File: src/rtl/msct_pkg.sv
`default_nettype none

package msct_pkg;

    // Fixed field widths
    localparam int FUNC_W  = 2;
    localparam int ID_W    = 16;
    localparam int KEY_W   = 32;
    localparam int LIVE_W  = 5;
    localparam int ENTRY_W = 2 * ID_W;
    localparam int DIV_CNT_W = $clog2(KEY_W + 1);

    // Request function codes
    typedef enum logic [FUNC_W-1:0] {
        FUNC_REGISTER   = 2'd0,
        FUNC_UNREGISTER = 2'd1,
        FUNC_SELECT     = 2'd2,
        FUNC_QUERY      = 2'd3
    } func_t;

    // Controller states
    typedef enum logic [3:0] {
        ST_IDLE,
        ST_DISPATCH,
        ST_SCAN_ADDR,
        ST_SCAN_CHK,
        ST_SHIFT_RD,
        ST_SHIFT_WR,
        ST_DIV_WAIT,
        ST_SEL_CAP,
        ST_RESP
    } state_t;

    // Table read address source
    typedef enum logic [1:0] {
        RD_IDX,
        RD_NEXT,
        RD_REM
    } rd_sel_t;

    // Table write kind
    typedef enum logic [1:0] {
        WR_NONE,
        WR_UPDATE,
        WR_APPEND,
        WR_SHIFT
    } wr_sel_t;

    // Controller to datapath commands
    typedef struct packed {
        logic    latch_in;
        logic    idx_inc;
        logic    rd_en;
        rd_sel_t rd_sel;
        wr_sel_t wr_sel;
        logic    cnt_inc;
        logic    cnt_dec;
        logic    div_start;
        logic    set_found;
        logic    set_dropped;
        logic    sel_capture;
        logic    res_load;
    } cmd_t;

    // Datapath to controller status
    typedef struct packed {
        func_t func;
        logic  at_end;
        logic  next_at_end;
        logic  hit;
        logic  full;
        logic  empty;
        logic  div_done;
        logic  out_free;
    } status_t;

endpackage

`default_nettype wire

File: src/rtl/msct_div.sv
`default_nettype none

module msct_div #(
    parameter int CNT_W = 5
) (
    input  wire logic                        clk,
    input  wire logic                        rst_n,
    input  wire logic                        start,
    input  wire logic [msct_pkg::KEY_W-1:0]  dividend,
    input  wire logic [CNT_W-1:0]            divisor,
    output logic                             done,
    output logic [CNT_W-1:0]                 rem
);
    import msct_pkg::*;

    logic                 busy_reg;
    logic                 done_reg;
    logic [DIV_CNT_W-1:0] step_reg;
    logic [KEY_W-1:0]     shift_reg;
    logic [CNT_W-1:0]     rem_reg;
    logic [CNT_W-1:0]     div_reg;

    logic [CNT_W:0]       trial;
    logic [CNT_W:0]       diff;
    logic [CNT_W-1:0]     rem_next;

    // One restoring step: bring in the next key bit, subtract if it fits
    always_comb
    begin
        trial = {rem_reg, shift_reg[KEY_W-1]};
        diff  = trial - {1'b0, div_reg};
        if (trial >= {1'b0, div_reg})
        begin
            rem_next = diff[CNT_W-1:0];
        end
        else
        begin
            rem_next = trial[CNT_W-1:0];
        end
    end

    // Control
    always_ff @(posedge clk or negedge rst_n)
    begin
        if (!rst_n)
        begin
            busy_reg <= 1'b0;
            done_reg <= 1'b0;
            step_reg <= '0;
        end
        else
        begin
            done_reg <= 1'b0;
            if (start)
            begin
                busy_reg <= 1'b1;
                step_reg <= DIV_CNT_W'(KEY_W);
            end
            else if (busy_reg)
            begin
                step_reg <= step_reg - 1'b1;
                if (step_reg == DIV_CNT_W'(1))
                begin
                    busy_reg <= 1'b0;
                    done_reg <= 1'b1;
                end
            end
        end
    end

    // Operands and partial remainder
    always_ff @(posedge clk)
    begin
        if (start)
        begin
            shift_reg <= dividend;
            rem_reg   <= '0;
            div_reg   <= divisor;
        end
        else if (busy_reg)
        begin
            shift_reg <= {shift_reg[KEY_W-2:0], 1'b0};
            rem_reg   <= rem_next;
        end
    end

    assign done = done_reg;
    assign rem  = rem_reg;

endmodule

`default_nettype wire

File: src/rtl/msct_ctrl.sv
`default_nettype none

module msct_ctrl (
    input  wire logic              clk,
    input  wire logic              rst_n,
    input  wire logic              in_valid,
    output logic                   in_ready,
    input  wire msct_pkg::status_t status,
    output msct_pkg::cmd_t         cmd
);
    import msct_pkg::*;

    state_t state_reg;
    state_t state_next;

    // State register
    always_ff @(posedge clk or negedge rst_n)
    begin
        if (!rst_n)
        begin
            state_reg <= ST_IDLE;
        end
        else
        begin
            state_reg <= state_next;
        end
    end

    // Next state and commands
    always_comb
    begin
        state_next = state_reg;
        in_ready   = 1'b0;
        cmd        = '{
            latch_in:    1'b0,
            idx_inc:     1'b0,
            rd_en:       1'b0,
            rd_sel:      RD_IDX,
            wr_sel:      WR_NONE,
            cnt_inc:     1'b0,
            cnt_dec:     1'b0,
            div_start:   1'b0,
            set_found:   1'b0,
            set_dropped: 1'b0,
            sel_capture: 1'b0,
            res_load:    1'b0
        };

        case (state_reg)
            ST_IDLE:
            begin
                in_ready = 1'b1;
                if (in_valid)
                begin
                    cmd.latch_in = 1'b1;
                    state_next   = ST_DISPATCH;
                end
            end

            ST_DISPATCH:
            begin
                if (status.func == FUNC_SELECT)
                begin
                    if (status.empty)
                    begin
                        state_next = ST_RESP;
                    end
                    else
                    begin
                        cmd.div_start = 1'b1;
                        state_next    = ST_DIV_WAIT;
                    end
                end
                else
                begin
                    state_next = ST_SCAN_ADDR;
                end
            end

            // Fetch the next live entry, or handle a miss at the end
            ST_SCAN_ADDR:
            begin
                if (status.at_end)
                begin
                    if (status.func == FUNC_REGISTER)
                    begin
                        if (status.full)
                        begin
                            cmd.set_dropped = 1'b1;
                        end
                        else
                        begin
                            cmd.wr_sel  = WR_APPEND;
                            cmd.cnt_inc = 1'b1;
                        end
                    end
                    state_next = ST_RESP;
                end
                else
                begin
                    cmd.rd_en  = 1'b1;
                    cmd.rd_sel = RD_IDX;
                    state_next = ST_SCAN_CHK;
                end
            end

            ST_SCAN_CHK:
            begin
                if (status.hit)
                begin
                    cmd.set_found = 1'b1;
                    case (status.func)
                        FUNC_REGISTER:
                        begin
                            cmd.wr_sel = WR_UPDATE;
                            state_next = ST_RESP;
                        end
                        FUNC_UNREGISTER:
                        begin
                            state_next = ST_SHIFT_RD;
                        end
                        default:
                        begin
                            state_next = ST_RESP;
                        end
                    endcase
                end
                else
                begin
                    cmd.idx_inc = 1'b1;
                    state_next  = ST_SCAN_ADDR;
                end
            end

            // Close the gap: move entry idx+1 down to idx
            ST_SHIFT_RD:
            begin
                if (status.next_at_end)
                begin
                    cmd.cnt_dec = 1'b1;
                    state_next  = ST_RESP;
                end
                else
                begin
                    cmd.rd_en  = 1'b1;
                    cmd.rd_sel = RD_NEXT;
                    state_next = ST_SHIFT_WR;
                end
            end

            ST_SHIFT_WR:
            begin
                cmd.wr_sel  = WR_SHIFT;
                cmd.idx_inc = 1'b1;
                state_next  = ST_SHIFT_RD;
            end

            ST_DIV_WAIT:
            begin
                if (status.div_done)
                begin
                    cmd.rd_en  = 1'b1;
                    cmd.rd_sel = RD_REM;
                    state_next = ST_SEL_CAP;
                end
            end

            ST_SEL_CAP:
            begin
                cmd.sel_capture = 1'b1;
                cmd.set_found   = 1'b1;
                state_next      = ST_RESP;
            end

            ST_RESP:
            begin
                if (status.out_free)
                begin
                    cmd.res_load = 1'b1;
                    state_next   = ST_IDLE;
                end
            end

            default:
            begin
                state_next = ST_IDLE;
            end
        endcase
    end

endmodule

`default_nettype wire

File: src/rtl/msct_dp.sv
`default_nettype none

module msct_dp #(
    parameter int TABLE_DEPTH = 16
) (
    input  wire logic                         clk,
    input  wire logic                         rst_n,
    input  wire msct_pkg::cmd_t               cmd,
    output msct_pkg::status_t                 status,
    input  wire logic [msct_pkg::FUNC_W-1:0]  func,
    input  wire logic [msct_pkg::ID_W-1:0]    conn_id,
    input  wire logic [msct_pkg::ID_W-1:0]    handler_id,
    input  wire logic [msct_pkg::KEY_W-1:0]   select_key,
    output logic                              out_valid,
    input  wire logic                         out_ready,
    output logic                              found,
    output logic                              dropped,
    output logic [msct_pkg::ID_W-1:0]         out_conn,
    output logic [msct_pkg::ID_W-1:0]         out_handler,
    output logic [msct_pkg::LIVE_W-1:0]       live_count
);
    import msct_pkg::*;

    localparam int CW = $clog2(TABLE_DEPTH + 1);
    localparam int AW = $clog2(TABLE_DEPTH);

    // Latched request
    func_t              func_reg;
    logic [ID_W-1:0]    conn_reg;
    logic [ID_W-1:0]    handler_reg;
    logic [KEY_W-1:0]   key_reg;

    // Table bookkeeping
    logic [CW-1:0]      count_reg;
    logic [CW-1:0]      idx_reg;
    logic [CW-1:0]      idx_plus;

    // Result being built
    logic               found_flag_reg;
    logic               dropped_flag_reg;
    logic [ID_W-1:0]    sel_conn_reg;
    logic [ID_W-1:0]    sel_handler_reg;

    // Output register
    logic               out_valid_reg;
    logic               found_reg;
    logic               dropped_reg;
    logic [ID_W-1:0]    out_conn_reg;
    logic [ID_W-1:0]    out_handler_reg;
    logic [LIVE_W-1:0]  live_count_reg;

    // Table memory
    logic [ENTRY_W-1:0] mem [TABLE_DEPTH];
    logic [ENTRY_W-1:0] rdata_reg;
    logic [AW-1:0]      raddr;
    logic [AW-1:0]      waddr;
    logic [ENTRY_W-1:0] wdata;
    logic               we;

    // Remainder unit
    logic               div_done;
    logic [CW-1:0]      div_rem;

    msct_div #(
        .CNT_W (CW)
    ) u_div (
        .clk      (clk),
        .rst_n    (rst_n),
        .start    (cmd.div_start),
        .dividend (key_reg),
        .divisor  (count_reg),
        .done     (div_done),
        .rem      (div_rem)
    );

    assign idx_plus = idx_reg + 1'b1;

    // Read address
    always_comb
    begin
        case (cmd.rd_sel)
            RD_IDX:  raddr = idx_reg[AW-1:0];
            RD_NEXT: raddr = idx_plus[AW-1:0];
            RD_REM:  raddr = div_rem[AW-1:0];
            default: raddr = idx_reg[AW-1:0];
        endcase
    end

    // Write port
    always_comb
    begin
        we    = 1'b1;
        waddr = idx_reg[AW-1:0];
        wdata = {conn_reg, handler_reg};
        case (cmd.wr_sel)
            WR_UPDATE: waddr = idx_reg[AW-1:0];
            WR_APPEND: waddr = count_reg[AW-1:0];
            WR_SHIFT:  wdata = rdata_reg;
            WR_NONE:   we    = 1'b0;
            default:   we    = 1'b0;
        endcase
    end

    always_ff @(posedge clk)
    begin
        if (we)
        begin
            mem[waddr] <= wdata;
        end
        if (cmd.rd_en)
        begin
            rdata_reg <= mem[raddr];
        end
    end

    // Status to controller
    always_comb
    begin
        status.func        = func_reg;
        status.at_end      = (idx_reg == count_reg);
        status.next_at_end = ({1'b0, idx_reg} + 1'b1) >= {1'b0, count_reg};
        status.hit         = (rdata_reg[ENTRY_W-1 -: ID_W] == conn_reg);
        status.full        = (count_reg == CW'(TABLE_DEPTH));
        status.empty       = (count_reg == '0);
        status.div_done    = div_done;
        status.out_free    = !out_valid_reg || out_ready;
    end

    // Control state: live count, scan index, output valid
    always_ff @(posedge clk or negedge rst_n)
    begin
        if (!rst_n)
        begin
            count_reg     <= '0;
            idx_reg       <= '0;
            out_valid_reg <= 1'b0;
        end
        else
        begin
            if (cmd.cnt_inc)
            begin
                count_reg <= count_reg + 1'b1;
            end
            else if (cmd.cnt_dec)
            begin
                count_reg <= count_reg - 1'b1;
            end

            if (cmd.latch_in)
            begin
                idx_reg <= '0;
            end
            else if (cmd.idx_inc)
            begin
                idx_reg <= idx_plus;
            end

            if (cmd.res_load)
            begin
                out_valid_reg <= 1'b1;
            end
            else if (out_ready)
            begin
                out_valid_reg <= 1'b0;
            end
        end
    end

    // Request latch and result build-up
    always_ff @(posedge clk)
    begin
        if (cmd.latch_in)
        begin
            func_reg         <= func_t'(func);
            conn_reg         <= conn_id;
            handler_reg      <= handler_id;
            key_reg          <= select_key;
            found_flag_reg   <= 1'b0;
            dropped_flag_reg <= 1'b0;
            sel_conn_reg     <= '0;
            sel_handler_reg  <= '0;
        end
        else
        begin
            if (cmd.set_found)
            begin
                found_flag_reg <= 1'b1;
            end
            if (cmd.set_dropped)
            begin
                dropped_flag_reg <= 1'b1;
            end
            if (cmd.sel_capture)
            begin
                sel_conn_reg    <= rdata_reg[ENTRY_W-1 -: ID_W];
                sel_handler_reg <= rdata_reg[ID_W-1:0];
            end
        end
    end

    // Output payload
    always_ff @(posedge clk)
    begin
        if (cmd.res_load)
        begin
            found_reg       <= found_flag_reg;
            dropped_reg     <= dropped_flag_reg;
            out_conn_reg    <= sel_conn_reg;
            out_handler_reg <= sel_handler_reg;
            live_count_reg  <= LIVE_W'(count_reg);
        end
    end

    assign out_valid   = out_valid_reg;
    assign found       = found_reg;
    assign dropped     = dropped_reg;
    assign out_conn    = out_conn_reg;
    assign out_handler = out_handler_reg;
    assign live_count  = live_count_reg;

`ifndef ASSERT_OFF
    a_count_bound: assert property (@(posedge clk) disable iff (!rst_n)
        count_reg <= CW'(TABLE_DEPTH))
        else $error("live count above table depth");

    a_idx_bound: assert property (@(posedge clk) disable iff (!rst_n)
        idx_reg <= count_reg)
        else $error("scan index past live count");

    a_append_grows: assert property (@(posedge clk) disable iff (!rst_n)
        (cmd.wr_sel == WR_APPEND) |=> (count_reg == $past(count_reg) + 1'b1))
        else $error("append did not grow the table");

    a_result_excl: assert property (@(posedge clk) disable iff (!rst_n)
        out_valid_reg |-> !(found_reg && dropped_reg))
        else $error("result both found and dropped");
`endif

endmodule

`default_nettype wire

File: src/rtl/modulo_select_connection_table.sv
`default_nettype none

// Ordered table of up to TABLE_DEPTH connections (connection id, handler id),
// one request at a time with one result per request. Register updates a
// present id or appends a new one (dropped when full); unregister removes an
// id and moves later entries down; select returns the entry at key modulo the
// live count; query reports presence. Register, unregister and query time
// grows with the number of live entries, set by the linear scan and entry
// move through the one read port and one write port of the table memory;
// select time is set by the remainder unit retiring one key bit per cycle,
// and an empty table skips that unit. A finished result sits in the output
// register until taken; the next request is accepted meanwhile, and its
// result waits in the controller until the output register is free.
module modulo_select_connection_table #(
    parameter int TABLE_DEPTH = 16
) (
    input  wire logic                         clk,
    input  wire logic                         rst_n,
    input  wire logic                         in_valid,
    output logic                              in_ready,
    input  wire logic [msct_pkg::FUNC_W-1:0]  func,
    input  wire logic [msct_pkg::ID_W-1:0]    conn_id,
    input  wire logic [msct_pkg::ID_W-1:0]    handler_id,
    input  wire logic [msct_pkg::KEY_W-1:0]   select_key,
    output logic                              out_valid,
    input  wire logic                         out_ready,
    output logic                              found,
    output logic                              dropped,
    output logic [msct_pkg::ID_W-1:0]         out_conn,
    output logic [msct_pkg::ID_W-1:0]         out_handler,
    output logic [msct_pkg::LIVE_W-1:0]       live_count
);
    import msct_pkg::*;

    cmd_t    cmd;
    status_t status;

    msct_ctrl u_ctrl (
        .clk      (clk),
        .rst_n    (rst_n),
        .in_valid (in_valid),
        .in_ready (in_ready),
        .status   (status),
        .cmd      (cmd)
    );

    msct_dp #(
        .TABLE_DEPTH (TABLE_DEPTH)
    ) u_dp (
        .clk         (clk),
        .rst_n       (rst_n),
        .cmd         (cmd),
        .status      (status),
        .func        (func),
        .conn_id     (conn_id),
        .handler_id  (handler_id),
        .select_key  (select_key),
        .out_valid   (out_valid),
        .out_ready   (out_ready),
        .found       (found),
        .dropped     (dropped),
        .out_conn    (out_conn),
        .out_handler (out_handler),
        .live_count  (live_count)
    );

endmodule

`default_nettype wire
File: config.mk
export PLATFORM = sky130hd
export DESIGN_NAME = modulo_select_connection_table
export DESIGN_NICKNAME = d
export VERILOG_FILES = /design/src/rtl/msct_pkg.sv /design/src/rtl/msct_div.sv /design/src/rtl/msct_ctrl.sv /design/src/rtl/msct_dp.sv /design/src/rtl/modulo_select_connection_table.sv
export SDC_FILE = /design/constraint.sdc
export NUM_CORES = 1
export LEC_CHECK = 0
export BUFFER_PORTS_ARGS = -buffer_cell sky130_fd_sc_hd__buf_2
export CORE_ASPECT_RATIO = 1.5
export CORE_UTILIZATION = 61
export DETAILED_ROUTE_END_ITERATION = 8
export PLACE_DENSITY = 0.79
export REMOVE_ABC_BUFFERS = 1
export SLEW_MARGIN = 40
export SYNTH_ARGS = -nofsm -noshare
export SYNTH_HDL_FRONTEND = slang
export SYNTH_HIERARCHICAL = 1
export SYNTH_SLANG_ARGS = --single-unit
File: constraint.sdc
create_clock -name clk -period 5 [get_ports clk]
set_clock_uncertainty 0.2 [all_clocks]
set_input_delay 0.5 -clock clk [delete_from_list [all_inputs] [get_ports clk]]
set_output_delay 0.5 -clock clk [all_outputs]
set_load 0.1 [all_outputs]
## Word-level counts from Yosys, hierarchy flattened

Memory sizes are Yosys's and may differ from the RTL's. A register that Yosys moved wholly into a read port is not among the register bits.
Cells that the tools add are included.

| storage, ports and cells | value |
|---|---|
| register bits | 204 |
| memory bits (writable) | 512 |
| bits of input ports | 70 |
| output and inout port bits | 41 |
| word-level logic and storage cells | 125 |
| memories kept | 1 |

Memories:

| memory | depth | bits a word | rd ports | clocked after Yosys merged registers in | wr ports | RTL line | source |
|---|---|---|---|---|---|---|---|
| u_dp.mem | 16 | 32 | 1 | 1 | 1 | msct_dp.sv:53 | `logic [ENTRY_W-1:0] mem [TABLE_DEPTH];` |

| cells by class | value |
|---|---|
| add/subtract/negate cells | 6 |
| $lt $le $gt $ge | 2 |
| equality and inequality tests | 21 |
| mux-type cells | 61 |
| reductions and logical operators | 11 |

Operators by type and width:

| kind | count |
|---|---|
| 32-bit 2-to-1 mux | 3 |
| 4-bit 2-to-1 mux | 10 |
| 4-bit one-hot mux with 9 select lines | 1 |
| 1-bit 2-to-1 mux | 28 |
| 5-bit 2-to-1 mux | 5 |
| 3-bit 2-to-1 mux | 6 |
| 16-bit equality test | 1 |
| 4-bit by 3-bit equality test with 1-bit output, second input constant | 4 |
| 6-bit by 5-bit >= comparator with 1-bit output | 2 |
| 6-bit 2-to-1 mux | 2 |
| 5-bit by 1-bit adder with 5-bit output, second input constant | 2 |
| 3-bit one-hot mux with 3 select lines | 1 |
| 2-bit equality test, second input constant | 4 |
| 4-bit by 2-bit equality test with 1-bit output, second input constant | 2 |
| 4-bit one-hot mux with 2 select lines | 1 |
| 2-bit nonzero test | 4 |
| 5-bit by 1-bit adder with 6-bit output, second input constant | 1 |
| 6-bit by 1-bit equality test with 1-bit output, second input constant | 1 |
| 2-bit one-hot mux with 3 select lines | 1 |
| 6-bit by 1-bit subtractor with 6-bit output, second input constant | 1 |
| 5-bit equality test | 1 |
| 5-bit equality test, second input constant | 1 |
| 5-bit logical NOT | 1 |
| 5-bit by 1-bit subtractor with 5-bit output, second input constant | 1 |
| 13 further kinds | 17 |

## Longest topological paths before layout

Gate-level depths: netlist (run 1).

| logic depth | value |
|---|---|
| depth in word-level cells | 7 |
| depth in mapped cells | 21 |
| mapped depth without buffers | 16 |

## By module

The synthesis (run 1) kept the hierarchy.

By module, submodules not included:

| module | instances | cells each | area an instance (sq um) | seq. area each (sq um) |
|---|---|---|---|---|
| msct_dp | 1 | 1,704 | 26,640.6 | 20,444.6 |
| msct_div | 1 | 154 | 2,274.7 | 1,411.4 |
| msct_ctrl | 1 | 69 | 506.7 | 100.1 |

## Worst setup path before layout (run 1)

OpenSTA, ideal clock, no wires.

| timing path | value |
|---|---|
| path kind | reg-to-reg |
| start point | register u_ctrl.state_reg[3] |
| end point | register u_dp.sel_handler_reg[10] |
| setup time | 0.128 ns |
| data arrival time | 4.828 ns |
| required time | 4.672 ns |
| path slack | -0.155 ns |
| cell stages (with the launch flop) | 7 |
| period minus slack after synthesis | 5.155 ns |
| path through | dfrtp_1 > buf_2 > nor4_2 > and2_1 > clkbuf_1 > clkbuf_1 > nor2_1 |

RTL lines:

| element | RTL line | source |
|---|---|---|
| from (decl) | msct_ctrl.sv:13 | `state_t state_reg;` |
| from (signal assigned) | msct_ctrl.sv:25 | `state_reg <= state_next;` |
| to (signal assigned) | msct_dp.sv:196 | `sel_handler_reg <= rdata_reg[ID_W-1:0];` |
| to (decl) | msct_dp.sv:42 | `logic [ID_W-1:0] sel_handler_reg;` |

==> results.json, run 1 <==
{
  "outcome": "finished clean",
  "clock_sinks": 748,
  "slew_headroom": 0.412,
  "core_area_mm2": 0.0477,
  "die-height_um": 271,
  "drc_errors": 0,
  "vdd_ir_drop_max_mv": 0.311,
  "tightest_slew_ns": 0.876,
  "yosys_warnings": 6,
  "largest_reg_flops": 512,
  "maxCapViolCount": 0,
  "grt_max_degree": 73,
  "final_common_cell": "edfxtp_1",
  "ys.flop_type": "edfxtp_1",
  "synth-simple-area-share": 0.0692,
  "synth_edf_count": 686,
  "crit_arrival_ns": 4.91,
  "finalPower_mw": 19.2,
  "dp_hpwl_um": 37100,
  "synth_top_family_by_area": "compound AO/OA/AOI/OAI gates",
  "fin_crit_sh": 0.931,
  "critPathKind": "register to register",
  "p_leak_nw": 12.0,
  "final_antenna_net_count": 0,
  "path_buf_inv": 3,
  "regArea_mm2": 0.0220,
  "critPathSlowestCell": "o31ai_4",
  "synth_xor_area_frac": 0.0104,
  "instances_no_fill": 2779,
  "drive_gt1_frac": 0.177,
  "path_depth": 17,
  "reg2reg_depth": 17,
  "synthAdderAreaFrac": 0.00902,
  "muxShareOfSynthArea": 0.0578,
  "clk_pin_slew_ns": 0.07,
  "clockBufferDepth": 3,
  "overflow": 0,
  "dpl-instance-area_mm2": 0.0312,
  "route.vias.total": 17806,
  "vias_per_cell": 6.41,
  "synth-async-reset-ratio": 0.0307,
  "r2r-start": "u_dp/idx_reg[0]",
  "synth.distinct_cells": 66,
  "htreeDepth": 3,
  "syn_inst": 1927,
  "grt_pass1_wl_um": 104000,
  "final_max_slew_viol_count": 0,
  "crit_path_end_kind": "register",
  "insertion_delay_ns": 0.60,
  "path_common_cell": "ha_1",
  "io_pins": 111,
  "initial_utilization": 0.617,
  "crit_chain": "ha_1, ha_1, a21o_1, a21oi_1, nor2b_1, o21ai_0, nand2_1, nor4_2, inv_1, ha_1, o31ai_4, buf_12, buf_4, nand2_1, a32oi_1, a22oi_1, nand3_1",
  "layout_setup_ws_ns": 0.343,
  "hold_class": "primary input to register",
  "synth-compound-area-share": 0.0848,
  "ys_seq_area_frac": 0.746,
  "crit_path_max_incr_delay_ns": 0.62,
  "antenna_found_initial": 0,
  "setup_viol": 0,
  "fillerInstances": 2792,
  "crit_fanout": 32,
  "die_x_um": 181,
  "cp_top_family": "compound AO/OA/AOI/OAI gates",
  "cp.required_ns": 5.26,
  "cts_buffers": 68,
  "area_delta_synth_final_pct": 16.0,
  "rsz0062_at_grt": "false",
  "fin_area_mm2": 0.0341,
  "die_area_mm2": 0.0491,
  "min_from": "out_ready",
  "multi_input_area_mm2": 0.00702,
  "powerDensity_mw_per_mm2": 561,
  "grt_pass1_vias": 18257,
  "fmax_mhz": 215,
  "dp_slack_ns": 0.164,
  "final_cell_mix": "edfxtp_1, nand2_1, a21oi_1, buf_2, mux2i_1",
  "finalHoldViolations": 0,
  "portBuffers": 110,
  "dpl.cell_count": 2585,
  "dr.first_iter.drc_count": 1966,
  "startpoint_type": "register",
  "worstSetupStartpoint": "u_dp/idx_reg[0]",
  "regMostFlops": "u_dp/mem",
  "dr.pass1.iters": 5,
  "period_minus_slack_ns": 4.66,
  "layout.nets": 2214,
  "gp_congestion": 0.907,
  "fp-row-count": 98,
  "synth_area_mm2": 0.0294,
  "wl_um": 68600,
  "wl_per_cell_um": 24.7,
  "worst_hold_slack_ns": 0.0943,
  "track_usage": 0.282,
  "synth-seq-cells": 748,
  "cts_tree": "built",
  "syn_avg_cell_area_um2": 15.3,
  "diodes": 0,
  "hold_depth": 3,
  "cts.root.buffer_cell": "clkbuf_16"
}
-- power breakdown --
group          leakage [nW]  total, mW  internal (mW)  switching [mW]
combinational          4.08       5.51           1.93            3.57
clock                  1.05       5.08           2.84            2.24
sequential             6.84       8.57           8.05           0.516
-- stage by stage --
step | TNS [ns] | util
2_1_floorplan | -310.40 | -
3_3_place_gp | 0 | 0.654
3_5_place_dp | 0 | 0.655
4_1_cts | 0 | 0.715
5_1_grt | 0 | 0.715
6_report | 0 | 0.715
-- final cells by class --
class,instances,share of cell area
Sequential cell,748,0.644
Tap cell,600,0.0220
Timing Repair Buffer,245,0.0620
Clock inverter,32,0.00722
Inverter,27,0.00297
Clock buffer,93,0.0566
Multi-Input combinational cell,1034,0.206
-- layer usage --
metal  part of all wire  vias up  track usage
li1                   -     7779            -
met1               0.36     8829        0.345
met2               0.50      962        0.478
met3              0.082      236       0.0485
met4              0.050        0        0.156
met5                  0        -            0
-- kinds of logic (layout without fill, tap and decap cells) --
| logic type | Yosys count | count (layout) |
|---|---|---|
| AO/OA/AOI/OAI | 347 | 347 |
| buffers and inverters | 145 | 397 |
| XOR/XNOR | 35 | 35 |
| flip-flops | 748 | 748 |
| multiplexers | 162 | 162 |
| AND/OR/NAND/NOR | 470 | 470 |
| adder cells (fa/ha/maj) | 20 | 20 |
-- timing repair --
item,in CTS,in global routing
hold endpoints to repair,90,0
resized for setup,0,4
hold buffers,68,0
setup buffers,0,1
endpoints found under the setup margin,0,32
-- cells in the mapped netlist, types with 8 or more instances --
cell type / count / area (µm²)
edfxtp_1: 686 / 20600
nand2_1: 275 / 1030
a21oi_1: 140 / 701
mux2i_1: 98 / 981
nor2_1: 85 / 319
a32oi_1: 65 / 569
mux2_2: 64 / 721
a221o_1: 63 / 631
buf_2: 45 / 225
clkbuf_1: 43 / 161
dfxtp_1: 39 / 781
nand3_1: 38 / 190
a22oi_1: 32 / 240
xnor2_1: 28 / 245
inv_1: 26 / 97.6
dfrtp_1: 23 / 576
buf_1: 20 / 75.1
ha_1: 18 / 225
nand4_1: 11 / 68.8
nand2b_1: 10 / 62.6
a31oi_1: 8 / 50.1
nor3_1: 8 / 40.0
-- worst reg2reg max path, cell delays in order, from the launching register on --
cell and delay [ns]:
dfrtp_2 0.49, ha_1 0.36, ha_1 0.28, a21o_1 0.16, a21oi_1 0.13, nor2b_1 0.05
o21ai_0 0.13, nand2_1 0.13, nor4_2 0.28, inv_1 0.07, ha_1 0.46, o31ai_4 0.62
buf_12 0.30, buf_4 0.23, nand2_1 0.07, a32oi_1 0.25, a22oi_1 0.18, nand3_1 0.13
-- worst paths after layout --
check | to | slack (ns)
max in group asynchronous | u_dp/idx_reg[1] | 3.91
worst min-delay path | u_dp/out_valid | 0.09
worst max register to register | u_dp/rdata_reg[31] | 0.34
worst min register to register | u_dp/found | 0.23
worst max-delay path | u_dp/rdata_reg[31] | 0.34
min in group asynchronous | u_ctrl/state_reg[0] | 0.26
No activity file was read; power rests on OpenSTA's default activity.
==> inputs of run 2 (changes only) <==
Settings changed: CELL_PAD_IN_SITES_DETAIL_PLACEMENT set to 2, CELL_PAD_IN_SITES_GLOBAL_PLACEMENT set to 2, CORE_UTILIZATION 61 to 45, PLACE_DENSITY 0.79 to unset, PLACE_DENSITY_LB_ADDON set to 0.1.
==> results.json, run 2 (same netlist as run 1, synthesis figures left out) <==
{
  "grt_max_degree": 65,
  "dr.pass1.iters": 5,
  "clk_pin_slew_ns": 0.07,
  "crit_fanout": 13,
  "drc_errors": 0,
  "final_cell_mix": "edfxtp_1, nand2_1, a21oi_1, buf_2, mux2i_1",
  "p_leak_nw": 12.2,
  "grt_pass1_vias": 20140,
  "cts.root.buffer_cell": "clkbuf_16",
  "regMostFlops": "u_dp/mem",
  "vdd_ir_drop_max_mv": 0.388,
  "cp_top_family": "simple AND/OR/NAND/NOR gates",
  "initial_utilization": 0.455,
  "critPathSlowestCell": "nor2_4",
  "dp_slack_ns": 0.104,
  "drive_gt1_frac": 0.187,
  "setup_viol": 0,
  "fillerInstances": 5813,
  "finalPower_mw": 20.3,
  "finalHoldViolations": 0,
  "gp_congestion": 0.792,
  "powerDensity_mw_per_mm2": 580,
  "dpl-instance-area_mm2": 0.0318,
  "vias_per_cell": 5.91,
  "crit_path_end_kind": "register",
  "track_usage": 0.286,
  "slew_headroom": 0.437,
  "outcome": "finished clean",
  "fin_area_mm2": 0.0349,
  "core_area_mm2": 0.0646,
  "antenna_found_initial": 1,
  "overflow": 0,
  "dp_hpwl_um": 51700,
  "io_pins": 111,
  "maxCapViolCount": 0,
  "clock_sinks": 748,
  "fin_crit_sh": 0.949,
  "tightest_slew_ns": 0.843,
  "cp.required_ns": 5.13,
  "hold_class": "primary input to asynchronous set/reset pin",
  "route.vias.total": 18154,
  "portBuffers": 110,
  "crit_arrival_ns": 4.87,
  "area_delta_synth_final_pct": 18.6,
  "final_max_slew_viol_count": 0,
  "cts_buffers": 72,
  "largest_reg_flops": 512,
  "worst_hold_slack_ns": 0.207,
  "final_antenna_net_count": 0,
  "grt_pass1_wl_um": 136000,
  "fmax_mhz": 211,
  "final_util": 0.540,
  "wl_um": 93400,
  "clockBufferDepth": 3,
  "critPathKind": "register to register",
  "crit_path_max_incr_delay_ns": 0.64,
  "die_area_mm2": 0.0664,
  "wl_per_cell_um": 30.4,
  "insertion_delay_ns": 0.64,
  "final_common_cell": "edfxtp_1",
  "dr.first_iter.drc_count": 1510,
  "cts_tree": "built",
  "startpoint_type": "register",
  "fp-row-count": 114,
  "path_buf_inv": 2,
  "htreeDepth": 3,
  "rsz0062_at_grt": "false",
  "layout.nets": 2233,
  "die_x_um": 211,
  "layout_setup_ws_ns": 0.257,
  "crit_chain": "xnor2_1, nand4_1, nor4_1, buf_4, nand3_1, o31ai_1, nand2b_1, a31oi_2, nor2_4, buf_12",
  "die-height_um": 315,
  "period_minus_slack_ns": 4.74
}
## run 2: worst register-to-register path: stages, from the launching register on
cell	delay (ns)
edfxtp_1	0.49
xnor2_1	0.42
nand4_1	0.30
nor4_1	0.50
buf_4	0.23
nand3_1	0.14
o31ai_1	0.52
nand2b_1	0.42
a31oi_2	0.32
nor2_4	0.64
buf_12	0.27
## run 2: layer usage
metal | track usage | wire length, µm | vias up | part of all wire
met1 | 0.343 | 36600 | 9689 | 0.39
li1 | - | - | 7813 | -
met5 | 0 | 0 | - | 0
met2 | 0.522 | 49900 | 501 | 0.53
met4 | 0.100 | 2800 | 0 | 0.030
met3 | 0.0389 | 4040 | 151 | 0.043
## run 2: layout make-up
class,instances,area [µm²],share of cell area
flip-flops and latches,748,22000,0.629
inverters,27,101,0.00290
clock inverters,31,307,0.00878
clock buffers,101,2070,0.0592
diodes,1,2.50,0.0000717
multi-input cells,1034,7030,0.201
repair buffers,260,2350,0.0673
well taps,870,1090,0.0312
## run 2: repair_timing
action / in CTS / in global routing
endpoints found under the hold margin: 91 / 0
resized for setup: 0 / 3
hold buffers: 69 / 0
buffers inserted: 0 / 2
setup endpoints to repair: 0 / 32
## run 2: through the flow
step	instances	setup TNS, ns
4_1_cts	3069	0
3_5_place_dp	2868	0
2_1_floorplan	1809	-310.40
5_1_grt	3072	0
6_report	3072	0
3_3_place_gp	2867	0
## run 2: worst paths after layout
path | start | slack [ns] | endpoint | depth (start not counted)
max | u_dp/rdata_reg[26] | 0.26 | u_dp/mem[8][2] | 10
min in group clk | u_dp/sel_handler_reg[12] | 0.24 | u_dp/out_handler[12] | 0
min reg2reg | u_dp/sel_handler_reg[12] | 0.24 | u_dp/out_handler[12] | 0
min | rst_n | 0.21 | u_dp/u_div/step_reg[0] | 2
max in group asynchronous | rst_n | 3.98 | u_dp/idx_reg[1] | 2
max reg2reg | u_dp/rdata_reg[26] | 0.26 | u_dp/mem[8][2] | 10
## run 2: where the power goes
part	internal (mW)	switching, mW	total [mW]
clock	3.16	2.46	5.62
sequential	8.05	0.561	8.62
combinational	2.00	4.02	6.02
total	13.2	7.05	20.3
